`config.mk`:
```
export PLATFORM = sky130hd
export DESIGN_NAME = bspl_side
export DESIGN_NICKNAME = d
export VERILOG_FILES = /design/src/design/bspl_pkg.sv /design/src/design/bspl_side.sv
export SDC_FILE = /design/constraint.sdc
export NUM_CORES = 2
export LEC_CHECK = 0
export BUFFER_PORTS_ARGS = -buffer_cell sky130_fd_sc_hd__buf_2
export CELL_PAD_IN_SITES_DETAIL_PLACEMENT = 2
export CELL_PAD_IN_SITES_GLOBAL_PLACEMENT = 2
export CORE_AREA = 5 5 186 367
export CTS_CLUSTER_DIAMETER = 100
export CTS_CLUSTER_SIZE = 30
export DETAILED_ROUTE_END_ITERATION = 8
export DIE_AREA = 0 0 191 372
export GPL_ROUTABILITY_DRIVEN = 1
export GPL_TIMING_DRIVEN = 0
export PLACE_DENSITY = 0.88
export SLEW_MARGIN = 10
export SYNTH_ARGS = -nofsm -noshare
export SYNTH_HDL_FRONTEND = slang
export SYNTH_SLANG_ARGS = --single-unit
```
`constraint.sdc`:
```
create_clock -name aclk -period 10.6 [get_ports aclk]
set_input_delay 1.06 -clock aclk [delete_from_list [all_inputs] [get_ports aclk]]
set_output_delay 1.06 -clock aclk [all_outputs]
set_load 0.01 [all_outputs]
```
`src/design/bspl_pkg.sv`:
```
// Shared types, codes and constants for the BSP split insert and locate block.
package bspl_pkg;

    // Field widths fixed by the item format
    localparam int OP_W    = 2;
    localparam int COORD_W = 16;
    localparam int VAL_W   = 15;
    localparam int SLOT_W  = 16;
    localparam int NIDX_W  = 10;
    localparam int STAT_W  = 2;

    // Slot values at or above this link to another node
    localparam int LINK_BASE = 32768;

    // Defaults for the top-level parameters
    localparam int MAX_NODES_DEF   = 1024;
    localparam int DEPTH_LIMIT_DEF = 64;

    typedef enum logic [OP_W-1:0] {
        OP_INSERT = 2'd0,
        OP_LOCATE = 2'd1,
        OP_CLEAR  = 2'd2
    } op_t;

    typedef enum logic [STAT_W-1:0] {
        ST_OK   = 2'd0,
        ST_FULL = 2'd1,
        ST_DEEP = 2'd2
    } status_t;

    typedef enum logic [2:0] {
        S_IDLE,
        S_MUL,
        S_DEC,
        S_WNEW,
        S_DONE
    } state_t;

    // One table entry: split position, direction, left and right slots
    typedef struct packed {
        logic signed [COORD_W-1:0] px;
        logic signed [COORD_W-1:0] py;
        logic signed [COORD_W-1:0] dx;
        logic signed [COORD_W-1:0] dy;
        logic [SLOT_W-1:0]         slot_l;
        logic [SLOT_W-1:0]         slot_r;
    } node_t;

    // Root after reset or clear: pos (0.5, 0.5), dir (1, 1), both leaves 0
    localparam node_t ROOT_DEFAULT = '{
        px: 16'sd8192, py: 16'sd8192, dx: 16'sd16384, dy: 16'sd16384,
        slot_l: '0, slot_r: '0
    };

endpackage

```
`src/design/bspl_side.sv`:
```
// Side test of a query point against a split line, exact dot product in two stages.
module bspl_side (
    input  logic                                aclk,
    input  bspl_pkg::node_t                     node,
    input  logic signed [bspl_pkg::COORD_W-1:0] qx,
    input  logic signed [bspl_pkg::COORD_W-1:0] qy,
    output logic                                is_left
);
    import bspl_pkg::*;

    localparam int DIFF_W = COORD_W + 1;
    localparam int PROD_W = DIFF_W + COORD_W;
    localparam int SUM_W  = PROD_W + 1;

    logic signed [DIFF_W-1:0] diff_x;
    logic signed [DIFF_W-1:0] diff_y;
    logic signed [PROD_W-1:0] prod_x_reg;
    logic signed [PROD_W-1:0] prod_y_reg;
    logic signed [SUM_W-1:0]  sum;

    // Position minus query, one bit wider
    assign diff_x = DIFF_W'(node.px) - DIFF_W'(qx);
    assign diff_y = DIFF_W'(node.py) - DIFF_W'(qy);

    // Products registered before the add
    always_ff @(posedge aclk) begin
        prod_x_reg <= PROD_W'(diff_x) * PROD_W'(node.dx);
        prod_y_reg <= PROD_W'(diff_y) * PROD_W'(node.dy);
    end

    // Negative dot product selects the left side
    assign sum     = SUM_W'(prod_x_reg) + SUM_W'(prod_y_reg);
    assign is_left = sum[SUM_W-1];

endmodule

```
==> qor.yml <==
path_common_cell: "fa_1"
nets: 3722
maxCapViolCount: 0
ys_async_sr_fraction: 0
seq_area_sq_um: 1320
final.min_clock_period_ns: 10.26
die_y_um: 372
cts_tree: "yes"
holdWs_ns: 1.03
initial_core_util: 0.376
setup_violations: 0
multiInputGateArea_sq_um: 20200
cp.required_ns: 10.86
path_max_fanout: 10
ctsHtreeMaxLevel: 3
ios: 130
dp_hpwl_um: 82800
cts_buffers: 9
status: "finished clean"
wl_um: 95000
vias: 19567
grt_start_max_net_pins: 12
period_share: 0.968
slew_headroom: 0.102
cts_buffer_depth: 2
port_buffers: 92
rows: 132
crit_family: "adder cells"
die_w_um: 191
yosysWarnings: 0
grt_antenna_before_repair: 0
crit_path_start_kind: "input pin"
slowest_stage: "xnor2_1"
dieArea_sq_um: 71100
layout_commonest_cell: "inv_1"
nFillCells: 7180
syn_inst: 2704
critical_path_class: "input pin to register"
critPathBufInv: 6
grt-ovfl-total: 0
clock-root-buffer: "clkbuf_16"
cts_setup_buffers: 0
hold_path.class: "input pin to register"
synth_area_per_cell_sq_um: 9.03
syn_to_final_growth_pct: 7.71
tightest_slew_ns: 1.34
slew_violations: 0
critPathMaxStageDelay_ns: 1.02
synth_ff_type: "dfxtp_1"
ys_seq_area_frac: 0.0541
synthesis.area_sq_um: 24400
wl_per_cell_um: 25.8
hold_buffers: 0
place.gp.congestion: 0.953
hold_viol: 0
cts_resized: 0
clk_pin_slew_ns: 0.06
yosysUniqueCellTypes: 72
drt_first_pass_iters: 6
final_area_sq_um: 26300
ys_seq_elements: 66
via_per_inst: 5.31
track_usage: 0.273
drc: 0
fmax_mhz: 97.4
drive_gt1_frac: 0.0491
fin_tns_setup_ns: 0
layout_common_cells: "674 x inv_1, 554 x fa_1, 293 x nand2_1, 232 x ha_1, 200 x and2_1"
cts_sinks: 66
place_area_sq_um: 26000
rsz0062_at_grt: "no"
ant_nets: 0
arrival_ns: 10.52
grt_pass1_vias: 25044
synth_nets: 3619
grt_pass1_wl_um: 146000
core_sq_um: 64900
drtIter0Drc: 696
end_kind: "register"
synth_edf_count: 0
==> cells in the mapped netlist, types with 11 or more instances <==
| library cell | count | area share |
|---|---|---|
| inv_1 | 674 | 0.10 |
| fa_1 | 554 | 0.45 |
| nand2_1 | 293 | 0.045 |
| ha_1 | 232 | 0.12 |
| and2_1 | 200 | 0.051 |
| nor2_1 | 73 | 0.011 |
| clkbuf_1 | 72 | 0.011 |
| a21oi_1 | 70 | 0.014 |
| xnor2_1 | 68 | 0.024 |
| dfxtp_1 | 66 | 0.054 |
| nor2b_1 | 58 | 0.015 |
| o21ai_0 | 33 | 0.0068 |
| nand2b_1 | 31 | 0.0079 |
| nand3_1 | 31 | 0.0064 |
| a21o_1 | 28 | 0.0086 |
| nor3_1 | 21 | 0.0043 |
| xor2_1 | 21 | 0.0075 |
| o21a_1 | 17 | 0.0052 |
| and3_1 | 15 | 0.0038 |
| o21ai_1 | 14 | 0.0029 |
| a211oi_1 | 11 | 0.0034 |
| o211ai_1 | 11 | 0.0034 |
==> final cells by class <==
cell class	count	area share
antenna	2	0.000190
buffer	83	0.0122
clock buffer	11	0.00961
clock inverter	4	0.00285
inverter	676	0.0965
multi-input combinational	1879	0.770
sequential	66	0.0502
tap	871	0.0414
timing repair buffer	92	0.0175
==> logic make-up (layout without fill, tap and decap cells) <==
family,count (synthesis),after routing,share of synthesized area
other cells,0,2,0
simple gates,754,754,0.155
fa+ha+maj,786,786,0.573
mux,3,3,0.00133
buf+inv,759,866,0.117
compound gates,247,247,0.0681
xor+xnor,89,89,0.0319
flops,66,66,0.0541
==> metal layers <==
metal / track usage / vias to the layer above / wire length (um)
li1: - / 8297 / -
met1: 0.228 / 10190 / 27500
met2: 0.555 / 640 / 54900
met3: 0.0223 / 440 / 2380
met4: 0.229 / 0 / 10100
met5: 0 / - / 0
==> through the flow <==
| step | worst slack [ns] | util | std cells |
|---|---|---|---|
| after floorplan | 2.39 | - | 2704 |
| after global placement | 0.648 | 0.400 | 3667 |
| after detailed placement | 0.203 | 0.400 | 3667 |
| after CTS | 0.515 | 0.405 | 3682 |
| after global routing | 0.210 | 0.405 | 3682 |
| final | 0.337 | 0.405 | 3684 |
==> path summary, 6_finish.rpt <==
check             startpoint              to  slack, ns  cells past startpoint
setup / recovery    node[80]  prod_x_reg[30]       0.34                     31
hold / removal      node[48]   prod_x_reg[0]       1.03                      2
Power is not shown: default switching activity piles up to over one toggle a cycle in this logic, so the estimate is an artifact.
